===== config.mk =====
export PLATFORM = sky130hd
export DESIGN_NAME = htlp_probe
export DESIGN_NICKNAME = d
export VERILOG_FILES = /design/src/sv/htlp_pkg.sv /design/src/sv/htlp_probe.sv
export SDC_FILE = /design/constraint.sdc
export NUM_CORES = 1
export LEC_CHECK = 0
export ABC_AREA = 1
export BUFFER_PORTS_ARGS = -buffer_cell sky130_fd_sc_hd__buf_2
export CAP_MARGIN = 30
export CORE_AREA = 4 4 73 75
export DETAILED_ROUTE_END_ITERATION = 8
export DIE_AREA = 0 0 77 79
export GPL_ROUTABILITY_DRIVEN = 0
export PLACE_DENSITY = 0.79
export SYNTH_ARGS = -nofsm -noshare
export SYNTH_HDL_FRONTEND = slang
export SYNTH_SLANG_ARGS = --single-unit

===== constraint.sdc =====
create_clock -name vclk -period 3.5
set_input_delay 0.7 -clock vclk [all_inputs]
set_output_delay 0.7 -clock vclk [all_outputs]
set_load 0.02 [all_outputs]

===== src/sv/htlp_pkg.sv =====
`timescale 1ns / 1ps
package htlp_pkg;

  // table depth must stay a power of two: the home slot is the low key bits
  localparam int TABLE_SIZE  = 1024;
  localparam int IDX_W       = $clog2(TABLE_SIZE);
  localparam int VALUE_WIDTH = 32;
  localparam int KEY_W       = 64;
  localparam int SLOT_W      = 1 + VALUE_WIDTH + KEY_W;

  typedef logic [IDX_W-1:0] idx_t;

  localparam logic OP_INSERT = 1'b0;
  localparam logic OP_FIND   = 1'b1;

  localparam logic [2:0] ST_INSERTED = 3'd0;
  localparam logic [2:0] ST_UPDATED  = 3'd1;
  localparam logic [2:0] ST_FULL     = 3'd2;
  localparam logic [2:0] ST_FOUND    = 3'd3;
  localparam logic [2:0] ST_MISSING  = 3'd4;

  typedef struct packed {
    logic                   occ;
    logic [VALUE_WIDTH-1:0] value;
    logic [KEY_W-1:0]       key;
  } slot_t;

  // outcome of one probe step
  typedef struct packed {
    logic occ;
    logic hit;
    idx_t next_idx;
    logic wrapped;
  } probe_t;

  typedef struct packed {
    logic [2:0]  status;
    logic [31:0] value;
  } result_t;

  typedef struct packed {
    logic clearing;
    logic busy;
  } ctl_stat_t;

endpackage


===== src/sv/htlp_probe.sv =====
`timescale 1ns / 1ps
module htlp_probe
  import htlp_pkg::*;
(
  input  slot_t            slot,
  input  logic [KEY_W-1:0] key,
  input  idx_t             idx,
  input  idx_t             home,
  output probe_t           pr
);

  idx_t next_idx;

  // step forward with wrap from the last slot to slot 0
  always_comb begin
    if (idx == idx_t'(TABLE_SIZE - 1)) begin
      next_idx = '0;
    end else begin
      next_idx = idx + 1'b1;
    end
  end

  assign pr.occ      = slot.occ;
  assign pr.hit      = (slot.key == key);
  assign pr.next_idx = next_idx;
  assign pr.wrapped  = (next_idx == home);

endmodule


## After elaboration in Yosys (flattened, before gate mapping)

Index checks and enable logic that the tools add are counted.

| operators by class | value |
|---|---|
| mux-type cells | 1 |
| equality and inequality tests | 3 |
| add/subtract/negate cells | 1 |

Operators by type and width:

| cell | count |
|---|---|
| 64-bit == test | 1 |
| 10-bit by 1-bit adder with 10-bit output (second input constant) | 1 |
| 10-bit == test | 1 |
| 10-bit == test (second input constant) | 1 |
| 10-bit two-way mux | 1 |

| word-level totals | value |
|---|---|
| word-level logic and storage cells | 5 |
| input bits | 181 |
| flip-flop bits (word level) | 0 |
| output and inout port bits | 13 |

## Logic depth before layout (Yosys ltp)

| logic depth | value |
|---|---|
| depth in word-level cells | 3 |
| depth in mapped cells | 12 |
| gate-level depth less buffers | 12 |

## Worst setup path before layout

Ideal clock, no wire load.

| timing path | value |
|---|---|
| path kind | input -> output |
| start | input port idx[0] |
| end | output port pr[0] (netlist name) |
| cell stages on the path | 11 |
| data arrival time | 1.860 ns |
| path slack | 0.940 ns |
| required time | 2.800 ns |
| buffers on the path | 0 |
| cell sequence | ha_1 > nand2_2 > nor2_4 > nand2_1 > nand2_1 > nand2_1 > nand2_1 > nand3_1 > nor2_1 > nand2_1 > nor2_2 |

RTL lines:

| item | line | RTL |
|---|---|---|
| start, declared | htlp_probe.sv:7 | `input idx_t idx,` |
| end, declared | htlp_probe.sv:9 | `output probe_t pr` |

==> flow_summary_export.csv <==
group,metric,value,unit
grt,grtUsageTotal,13.86,%
grt,antenna_found_initial,0,
floorplanning,fp.dieW,77,um
min_path,hold_class,"input port to primary output",
logic_synthesis,yosys.area.top_type_share,18.25,%
logic_synthesis,synth_area_leader_cell,"nand2_1",
logic_synthesis,seq_area_frac_synth,0,%
grt,grt_pass1_wl,7327,um
clock_tree,cts_resized,0,
power_and_ir_drop,peakVddDrop,0.04578,mV
final_layout,clkbuf_count,0,
final_layout,drive_above_1_share,43.73,%
routing,dr.first_iter.drc_count,32,
final_layout,final_util,47.60,%
grt,grt_max_degree,9,
final_layout,design.seq.count,0,
worst_setup_path,crit_required,2.80,ns
logic_synthesis,synth.distinct_cells,22,
routing,met1_length,1853,um
min_path,whs_endpoint,"pr[12]",
floorplanning,rows,25,
min_path,hold_depth,0,
worst_setup_path,crit_path_end_kind,"primary output",
grt,grt_pass1_vias,1778,
logic_synthesis,ys_warn_count,0,
sta,fin_crit,2.806,ns
final_layout,seqCellArea,0,um2
routing,dr_wl_met3,342,um
flow_run,cap_viol_max_count,0,
floorplanning,die_h,79,um
sta,fmax,356.4,MHz
placement,hpwl,4555,um
worst_setup_path,cp.arrival,2.11,ns
power_and_ir_drop,leakage,1.329,nW
clock_tree,ctsHoldBuffers,0,
worst_setup_path,start_kind,"input port",
logic_synthesis,avgSynthCellArea,5.474,um2
routing,routed.top_layer,"met4",
sta,drv_slew,0,
final_layout,diodes,0,
final_layout,n_fill_cell,487,
routing,viasPerCell,4.293,
routing,drc,0,
sta,hold_viol_final,0,
worst_setup_path,critPathKind,"input port to primary output",
floorplanning,pin_count,194,
routing,num_vias,1979,
outcome,run_status,"complete, no violations",
sta,rsz0062_at_grt,"no",
floorplanning,die-area,6083,um2
logic_synthesis,synth_area,1358,um2
worst_setup_path,worstPathMaxFanout,4,
routing,wirelength,4800,um
sta,period_share,80.16,%
routing,wl_per_cell,10.41,um
sta,setup_viol,0,
logic_synthesis,synth.area.top_cells,"nand2_1 (18%), xor2_1 (18%), xnor2_1 (14%), inv_1 (11%), nand3_1 (8.5%)",
floorplanning,initial_core_util,29.13,%
routing,drtPass1Iterations,4,
sta,worst_slew_pin_slew,0.2577,ns
power_and_ir_drop,power.density,105.5,nW/um2
final_layout,area_growth,63.41,%
routing,wl_met2,2558,um
logic_synthesis,postSynthCellCount,248,
floorplanning,core_area,4661,um2
clock_tree,post_cts_buffers,0,
min_path,min_from,"slot[96]",
sta,max_slew_margin,82.69,%
final_layout,fin_nets,591,
grt,gr-total-overflow,0,
routing,ant_nets,0,
logic_synthesis,synth_nets,430,
placement,io_buffers,160,
sta,setup_tns,0,ns
-- worst max path at each step --
stage                     startpoint     to  slack, ns  cells past startpoint
final                         idx[0]  pr[0]       0.69                     13
after global routing          idx[0]  pr[0]       0.53                     13
after floorplan               idx[0]  pr[0]       0.94                     11
after global placement        idx[0]  pr[0]       0.76                     13
after detailed placement      idx[0]  pr[0]       0.70                     13
after CTS                     idx[0]  pr[0]       0.70                     13
-- cell families (layout without fill, tap and decap cells) --
| family | count (synthesis) | after routing | synth area share [%] |
|---|---|---|---|
| compound gates | 9 | 9 | 3.871 |
| xor+xnor | 51 | 51 | 33.92 |
| fa+ha+maj | 1 | 1 | 0.9215 |
| buf+inv | 42 | 201 | 11.89 |
| simple gates | 145 | 145 | 49.40 |
-- critical path, cell delays in order --
cell	delay, ns
buf_2	0.11
ha_1	0.19
nand2_2	0.11
nor2_4	0.16
nand2_1	0.09
nand2_1	0.09
nand2_1	0.05
nand2_1	0.06
nand3_1	0.08
nor2_1	0.15
nand2_1	0.08
nor2_2	0.07
buf_2	0.16
-- per-stage QoR --
stage / power [mW] / cell area [um2] / hold slack (ns) / worst slack [ns] / instances
5_1_grt: 0.2628 / 2218 / 1.400 / 0.5311 / 461
3_3_place_gp: 0.2291 / 2218 / 1.400 / 0.7568 / 461
3_5_place_dp: 0.2352 / 2218 / 1.400 / 0.7014 / 461
4_1_cts: 0.2364 / 2218 / 1.400 / 0.6981 / 461
2_1_floorplan: 0.1184 / 1358 / 1.513 / 0.9400 / 248
6_report: 0.2340 / 2218 / 1.400 / 0.6943 / 461
-- synthesized netlist by cell type, types with 2 or more instances --
master and number:
nor2_2 2, nand2_1 66, inv_1 40, o21bai_1 2
nand3b_1 2, xnor2_1 22, nand3_1 23, nor2_1 22
or2_2 11, xor2_1 28, nor2_4 2, nand4_1 2
nor3_1 12, o21ai_0 6
-- final cells by class --
class | count | area, um2 | share of cell area [%]
multi-input cells | 206 | 1196 | 53.92
repair buffers | 160 | 800.8 | 36.10
inverters | 41 | 153.9 | 6.937
well taps | 54 | 67.56 | 3.046
-- layer usage --
layer | track usage, % | vias to the layer above
li1 | - | 1080
met1 | 17.03 | 825
met2 | 26.74 | 70
met3 | 1.701 | 4
met4 | 1.068 | 0
met5 | 0 | -
-- placed cells by master (no fill, tap or decap), drive strengths merged --
cell type  netlist  routed
o21ai            6       6
xnor3            1       1
o21bai           2       2
nand3b           2       2
nor2            26      26
nand3           25      25
xnor2           22      22
o211ai           1       1
clkinv           1       1
inv             40      40
nand4            2       2
nor3            12      12
buf              1     160
ha               1       1
nand2           67      67
or2             11      11
xor2            28      28
-- power by group --
part           switching (mW)  internal (mW)
combinational           0.108          0.126
sequential                  0              0
clock                       0              0
Power figures use the tool's default switching activity.
