==> src/sv/htlp_pkg.sv <==
`timescale 1ns / 1ps
package htlp_pkg;

  // table depth must stay a power of two: the home slot is the low key bits
  localparam int TABLE_SIZE  = 1024;
  localparam int IDX_W       = $clog2(TABLE_SIZE);
  localparam int VALUE_WIDTH = 32;
  localparam int KEY_W       = 64;
  localparam int SLOT_W      = 1 + VALUE_WIDTH + KEY_W;

  typedef logic [IDX_W-1:0] idx_t;

  localparam logic OP_INSERT = 1'b0;
  localparam logic OP_FIND   = 1'b1;

  localparam logic [2:0] ST_INSERTED = 3'd0;
  localparam logic [2:0] ST_UPDATED  = 3'd1;
  localparam logic [2:0] ST_FULL     = 3'd2;
  localparam logic [2:0] ST_FOUND    = 3'd3;
  localparam logic [2:0] ST_MISSING  = 3'd4;

  typedef struct packed {
    logic                   occ;
    logic [VALUE_WIDTH-1:0] value;
    logic [KEY_W-1:0]       key;
  } slot_t;

  // outcome of one probe step
  typedef struct packed {
    logic occ;
    logic hit;
    idx_t next_idx;
    logic wrapped;
  } probe_t;

  typedef struct packed {
    logic [2:0]  status;
    logic [31:0] value;
  } result_t;

  typedef struct packed {
    logic clearing;
    logic busy;
  } ctl_stat_t;

endpackage

==> src/sv/htlp_ctrl.sv <==
`timescale 1ns / 1ps
module htlp_ctrl
  import htlp_pkg::*;
(
  input  logic             clk,
  input  logic             rst,
  input  logic             in_valid,
  output logic             in_ready,
  input  logic             in_op,
  input  logic [KEY_W-1:0] in_key,
  input  logic [31:0]      in_value,
  input  slot_t            rd_slot,
  input  probe_t           pr,
  output logic             rd_en,
  output idx_t             rd_addr,
  output logic             wr_en,
  output idx_t             wr_addr,
  output slot_t            wr_data,
  output logic [KEY_W-1:0] key_q,
  output idx_t             idx_q,
  output idx_t             home_q,
  output logic             res_valid,
  input  logic             res_ready,
  output result_t          res,
  output ctl_stat_t        stat
);

  typedef enum logic [2:0] {
    S_CLEAR = 3'b001,
    S_IDLE  = 3'b010,
    S_PROBE = 3'b100
  } state_t;

  state_t                 state, state_next;
  idx_t                   clr_cnt;
  idx_t                   idx_next;
  logic                   op_q;
  logic [VALUE_WIDTH-1:0] val_q;

  always_comb begin
    state_next = state;
    idx_next   = idx_q;
    in_ready   = 1'b0;
    rd_en      = 1'b0;
    rd_addr    = idx_q;
    wr_en      = 1'b0;
    wr_addr    = idx_q;
    wr_data    = '{occ: 1'b1, value: val_q, key: key_q};
    res_valid  = 1'b0;
    res.status = ST_MISSING;
    res.value  = '0;
    unique case (state)
      S_CLEAR: begin
        wr_en   = 1'b1;
        wr_addr = clr_cnt;
        wr_data = '{occ: 1'b0, value: val_q, key: key_q};
        if (clr_cnt == idx_t'(TABLE_SIZE - 1)) begin
          state_next = S_IDLE;
        end
      end
      S_IDLE: begin
        in_ready = 1'b1;
        rd_addr  = in_key[IDX_W-1:0];
        rd_en    = in_valid;
        if (in_valid) begin
          state_next = S_PROBE;
        end
      end
      S_PROBE: begin
        if (op_q == OP_INSERT) begin
          if (!pr.occ || pr.hit) begin
            res_valid  = 1'b1;
            res.status = pr.occ ? ST_UPDATED : ST_INSERTED;
            if (res_ready) begin
              wr_en      = 1'b1;
              state_next = S_IDLE;
            end
          end else if (pr.wrapped) begin
            res_valid  = 1'b1;
            res.status = ST_FULL;
            if (res_ready) begin
              state_next = S_IDLE;
            end
          end else begin
            rd_en    = 1'b1;
            rd_addr  = pr.next_idx;
            idx_next = pr.next_idx;
          end
        end else begin
          if (!pr.occ) begin
            res_valid = 1'b1;
            if (res_ready) begin
              state_next = S_IDLE;
            end
          end else if (pr.hit) begin
            res_valid  = 1'b1;
            res.status = ST_FOUND;
            res.value  = 32'(rd_slot.value);
            if (res_ready) begin
              state_next = S_IDLE;
            end
          end else if (pr.wrapped) begin
            res_valid = 1'b1;
            if (res_ready) begin
              state_next = S_IDLE;
            end
          end else begin
            rd_en    = 1'b1;
            rd_addr  = pr.next_idx;
            idx_next = pr.next_idx;
          end
        end
      end
      default: begin
        state_next = S_CLEAR;
      end
    endcase
  end

  always_ff @(posedge clk) begin
    if (rst) begin
      state   <= S_CLEAR;
      clr_cnt <= '0;
    end else begin
      state <= state_next;
      if (state == S_CLEAR) begin
        clr_cnt <= clr_cnt + 1'b1;
      end
    end
  end

  always_ff @(posedge clk) begin
    if (in_valid && in_ready) begin
      op_q   <= in_op;
      key_q  <= in_key;
      val_q  <= VALUE_WIDTH'(in_value);
      idx_q  <= in_key[IDX_W-1:0];
      home_q <= in_key[IDX_W-1:0];
    end else begin
      idx_q <= idx_next;
    end
  end

  assign stat.clearing = (state == S_CLEAR);
  assign stat.busy     = (state == S_PROBE);

endmodule

==> config.mk <==
export PLATFORM = sky130hd
export DESIGN_NAME = htlp_ctrl
export DESIGN_NICKNAME = d
export VERILOG_FILES = /design/src/sv/htlp_pkg.sv /design/src/sv/htlp_ctrl.sv
export SDC_FILE = /design/constraint.sdc
export NUM_CORES = 1
export LEC_CHECK = 0
export ABC_AREA = 1
export BUFFER_PORTS_ARGS = -buffer_cell sky130_fd_sc_hd__buf_2
export CAP_MARGIN = 0
export CORE_AREA = 5 5 172 174
export DETAILED_ROUTE_END_ITERATION = 8
export DIE_AREA = 0 0 177 179
export PLACE_DENSITY_LB_ADDON = 0.2
export SYNTH_ARGS = -nofsm -noshare
export SYNTH_HDL_FRONTEND = slang
export SYNTH_SLANG_ARGS = --single-unit
==> constraint.sdc <==
create_clock -name clk -period 2.3 [get_ports clk]
set_input_delay 0.345 -clock clk [delete_from_list [all_inputs] [get_ports clk]]
set_output_delay 0.345 -clock clk [all_outputs]
set_load 0.05 [all_outputs]
# [After elaboration in Yosys (flattened, before gate mapping)]
# Cells that the tools add are included.
[word_totals] ff_bits=130 in_bits=211 out_inout_bits=242 wordCells=63
[classes] n_eq_ne=6 n_addsub=1 reduce_logical=5 n_mux=44
[op_table] operator="$mux 35" n=3
[op_table] operator="$mux 97" n=1
[op_table] operator="$mux 10" n=8
[op_table] operator="$mux 3" n=11
[op_table] operator="$mux 32" n=1
[op_table] operator="$pmux 10 s2" n=1
[op_table] operator="$mux 1" n=16
[op_table] operator="$add 10x1->10 const B" n=1
[op_table] operator="$eq 10x10->1 const B" n=1
[op_table] operator="$pmux 3 s3" n=1
[op_table] operator="$pmux 1 s2" n=2
[op_table] operator="$eq 3x1->1 const B" n=1
[op_table] operator="$eq 3x2->1 const B" n=1
[op_table] operator="$eq 3x3->1 const B" n=1
[op_table] operator="$ne 2x1->1 const B" n=1
[op_table] operator="$ne 2x2->1 const B" n=1
[op_table] operator="$reduce_and 2->1" n=1
[op_table] operator="$reduce_bool 2->1" n=1
[op_table] operator="$logic_and 1x1->1" n=1
[op_table] operator="$logic_not 1->1" n=1
[op_table] operator="$logic_or 1x1->1" n=1

# [Logic depth before layout (Yosys ltp)]
[depth] word_depth=6 mapped_depth=8 ltp_nobuf=8

# [Worst setup path after synthesis]
# Ideal clock, no wire load.
[synth_path] path_type="reg-to-output" start="reg state[0]" end="out rd_en" arrival_ns=2.387 path_stages_with_launch=5 setup_slack_ns=-0.432 required_time_ns=1.955 path_buffers=1 path_cell_list="dfxtp_1 > nor3_4 > inv_2 > buf_2 > o21ai_0"
[synth_lines] item="start: declaration" line_no="htlp_ctrl.sv:34" text="state_t state, state_next;"
[synth_lines] item="start signal: assignment" line_no="htlp_ctrl.sv:125" text="state <= state_next;"
[synth_lines] item="end: declaration" line_no="htlp_ctrl.sv:14" text="output logic rd_en,"

==> results.sh <==
export IMPL_rows=61
export IMPL_critPathTopFamily="simple AND/OR/NAND/NOR gates"
export IMPL_crit_start="state[0]$_SDFFE_PP1P_"
export IMPL_r2r_start="state[1]$_SDFFE_PP0P_"
export IMPL_cts_inserted_buffers=17
export IMPL_synth_edf_count=107
export IMPL_synth_seq_cells=120
export IMPL_drt_wl_total_um=21500
export IMPL_die_h_um=179
export IMPL_slowest_delay_ns=0.36
export IMPL_synth_top_family_by_area="buffers and inverters"
export IMPL_max_slew_margin_rel_pct=62.9
export IMPL_reg2reg_depth=7
export IMPL_fin_crit_ns=2.23
export IMPL_ctsHtreeMaxLevel=4
export IMPL_wire_per_inst_um=17.8
export IMPL_crit_path_top_delay_cell="dfxtp_2"
export IMPL_antenna_left=0
export IMPL_clkLatencyLatePin_ns=0.41
export IMPL_yosys_area_share_simple_pct=11.3
export IMPL_worst_pin_slew_ns=0.556
export IMPL_path_buf_inv=3
export IMPL_vias_per_cell=3.80
export IMPL_critPathRequiredTime_ns=1.96
export IMPL_synth_compound_area_share_pct=6.05
export IMPL_r2r_end="idx_q[3]$_DFFE_PP_"
export IMPL_cts_tree="done"
export IMPL_vias=4599
export IMPL_worstPathArrival_ns=1.88
export IMPL_postLayoutCoreUtil_pct=30.3
export IMPL_io_pins=453
export IMPL_synth_main_ff_cell="edfxtp_1"
export IMPL_grt_usage_pct=12.7
export IMPL_leakage_nw=3.80
export IMPL_setup_viol=0
export IMPL_synth_area_um2=5290
export IMPL_synthDominantCellAreaShare_pct=60.7
export IMPL_netlist_instances=476
export IMPL_ctsRootBufferMaster="clkbuf_16"
export IMPL_grt_pass1_wl_um=29600
export IMPL_drive_gt1_share_pct=58.4
export IMPL_drc=0
export IMPL_firstDrtPassIters=4
export IMPL_grt_util_met3_pct=5.90
export IMPL_finClkSkew_ns=0.0148
export IMPL_antenna_found_initial=4
export IMPL_synth_cells_most_frequent="107 x edfxtp_1, 77 x nand2_1, 74 x buf_4"
export IMPL_grt_max_degree=56
export IMPL_drtIter0Drc=165
export IMPL_critPathMostFrequentCell="nor2_4"
export IMPL_cap_violations=0
export IMPL_cp_cell_sequence="nor3_4 > clkinv_4 > nor2_4 > nand2_4 > clkbuf_16 > nor2_4 > buf_8"
export IMPL_top_usage_layer="met2"
export IMPL_numPortBuffers=387
export IMPL_start_util_pct=19.2
export IMPL_holdPathEnd="key_q[51]$_DFFE_PP_"
export IMPL_synthAdderAreaFrac_pct=0.236
export IMPL_core_area_um2=27600
export IMPL_cts_sinks=120
export IMPL_ir_drop_mv=0.398
export IMPL_dpl_hpwl_um=16900
export IMPL_layout_cells_non_filler=1209
export IMPL_die_area_um2=31700
export IMPL_grt_pass1_vias=4665
export IMPL_rsz0062_at_grt="yes"
export IMPL_clkTransAtPathRegs_ns=0.07
export IMPL_cts_buffer_depth=2
export IMPL_synth_xor_area_share_pct=0
export IMPL_final_nets=1029
export IMPL_cp_start_kind="register"
export IMPL_ys_types=24
export IMPL_seq_area_frac_synth_pct=65.6
export IMPL_syn_area_per_cell_um2=11.1
export IMPL_worstSetupEndpointType="primary output"
export IMPL_syn_nets=688
export IMPL_power_density_nw_per_um2=641
export IMPL_gp_congestion=0.817
export IMPL_path_class="reg2out"
export IMPL_groute_layer_met1_usage_pct=13.8
export IMPL_timing_fmax_mhz=449
export IMPL_yosys_warnings=0
export IMPL_die_width_um=177
export IMPL_outcome="complete, no violations"
export IMPL_synth_mux_area_share_pct=0
export IMPL_synthArstFlopShare_pct=0
export IMPL_min_path_cells=1
export IMPL_finalCritPeriodShare_pct=96.8
export IMPL_synth_top_cells_by_area="edfxtp_1 61%, buf_4 10%, nand2_1 5.5%"
export IMPL_postCtsHoldBufs=0
export IMPL_synth_largest_area_cell="edfxtp_1"
export IMPL_holdCritStartpoint="in_key[51]"
export IMPL_grt_use_met2_pct=22.4
export IMPL_hold_class="in2reg"
export IMPL_total_power_mw=5.38
export IMPL_finalMaxSlewViolations=0
export IMPL_overflow=0
export IMPL_hold_viol_final=0
export IMPL_synth_most_common_cell="edfxtp_1"
export IMPL_path_max_fanout=8
export IMPL_dp_cells=1165
export IMPL_regToRegSetupSlack_ns=0.29
export IMPL_area_growth_pct=58.3
[kinds of logic after synthesis]
kind of cell / after synthesis
simple gates: 142
compound gates: 58
fa+ha+maj: 1
flops: 120
buf+inv: 155
[final cells by class]
class	instances	area, µm²
multi-input combinational	201	1170
antenna	1	2.50
tap	378	473
clock inverter	15	179
clock buffer	17	425
fill	2939	19200
sequential	120	3480
timing repair buffer	409	2390
inverter	68	263
[per-stage QoR]
stage | hold slack (ns) | cell area, µm² | TNS (ns) | worst slack [ns]
floorplan | 0.414 | 5530 | -2.80 | -0.238
global placement | 0.472 | 7430 | 0 | 0.0501
detailed placement | 0.472 | 7430 | 0 | 0.0429
CTS | 0.0794 | 8150 | -0.0584 | -0.0131
global route | 0.0674 | 8380 | -0.0454 | -0.0167
finish | 0.105 | 8380 | 0 | 0.0737
[repair_timing]
item | 4_1_cts | 5_1_grt
setup buffers | 1 | 7
gates cloned | 0 | 3
gates resized for setup | 41 | 28
pin swaps | 1 | 2
endpoints found under the setup margin | 43 | 44
[worst max-delay path by stage]
stage,cells past startpoint,slack [ns],end
finish,7,0.07,res[13]
global placement,6,0.05,rd_addr[3]
CTS,8,-0.01,res[10]
detailed placement,6,0.04,rd_addr[6]
floorplan,5,-0.24,res[0]
global route,6,-0.02,rd_en
[layout by cell type (no fill, tap or decap), types with 11 or more instances in the layout]
cell type,synthesis,final
buf_4,74,23
dfxtp_1,13,11
nor2_4,1,31
clkbuf_16,0,19
nand2_1,77,77
o21ai_0,36,31
edfxtp_1,107,107
buf_2,5,353
inv_1,66,65
nor2_1,45,15
buf_6,3,24
[metal layers]
layer,share of wire [%],routed length [µm],vias up
met2,51,10900,276
met1,37,7890,2125
met3,12,2480,15
met4,1.0,225,6
met5,0.15,33,-
li1,-,-,2177
[power breakdown]
part	switching, mW	leakage (nW)	internal (mW)
sequential	0.00354	1.07	2.37
clock	1.14	0.292	1.65
combinational	0.109	2.44	0.104
total	1.25	3.80	4.12
[state kept, by name, summed over array words and instances, names as in the netlist]
name and cells:
clr_cnt 10, idx_q 10, key_q 64, op_q 1, state 3, val_q 32
Power figures use the tool's default switching activity.
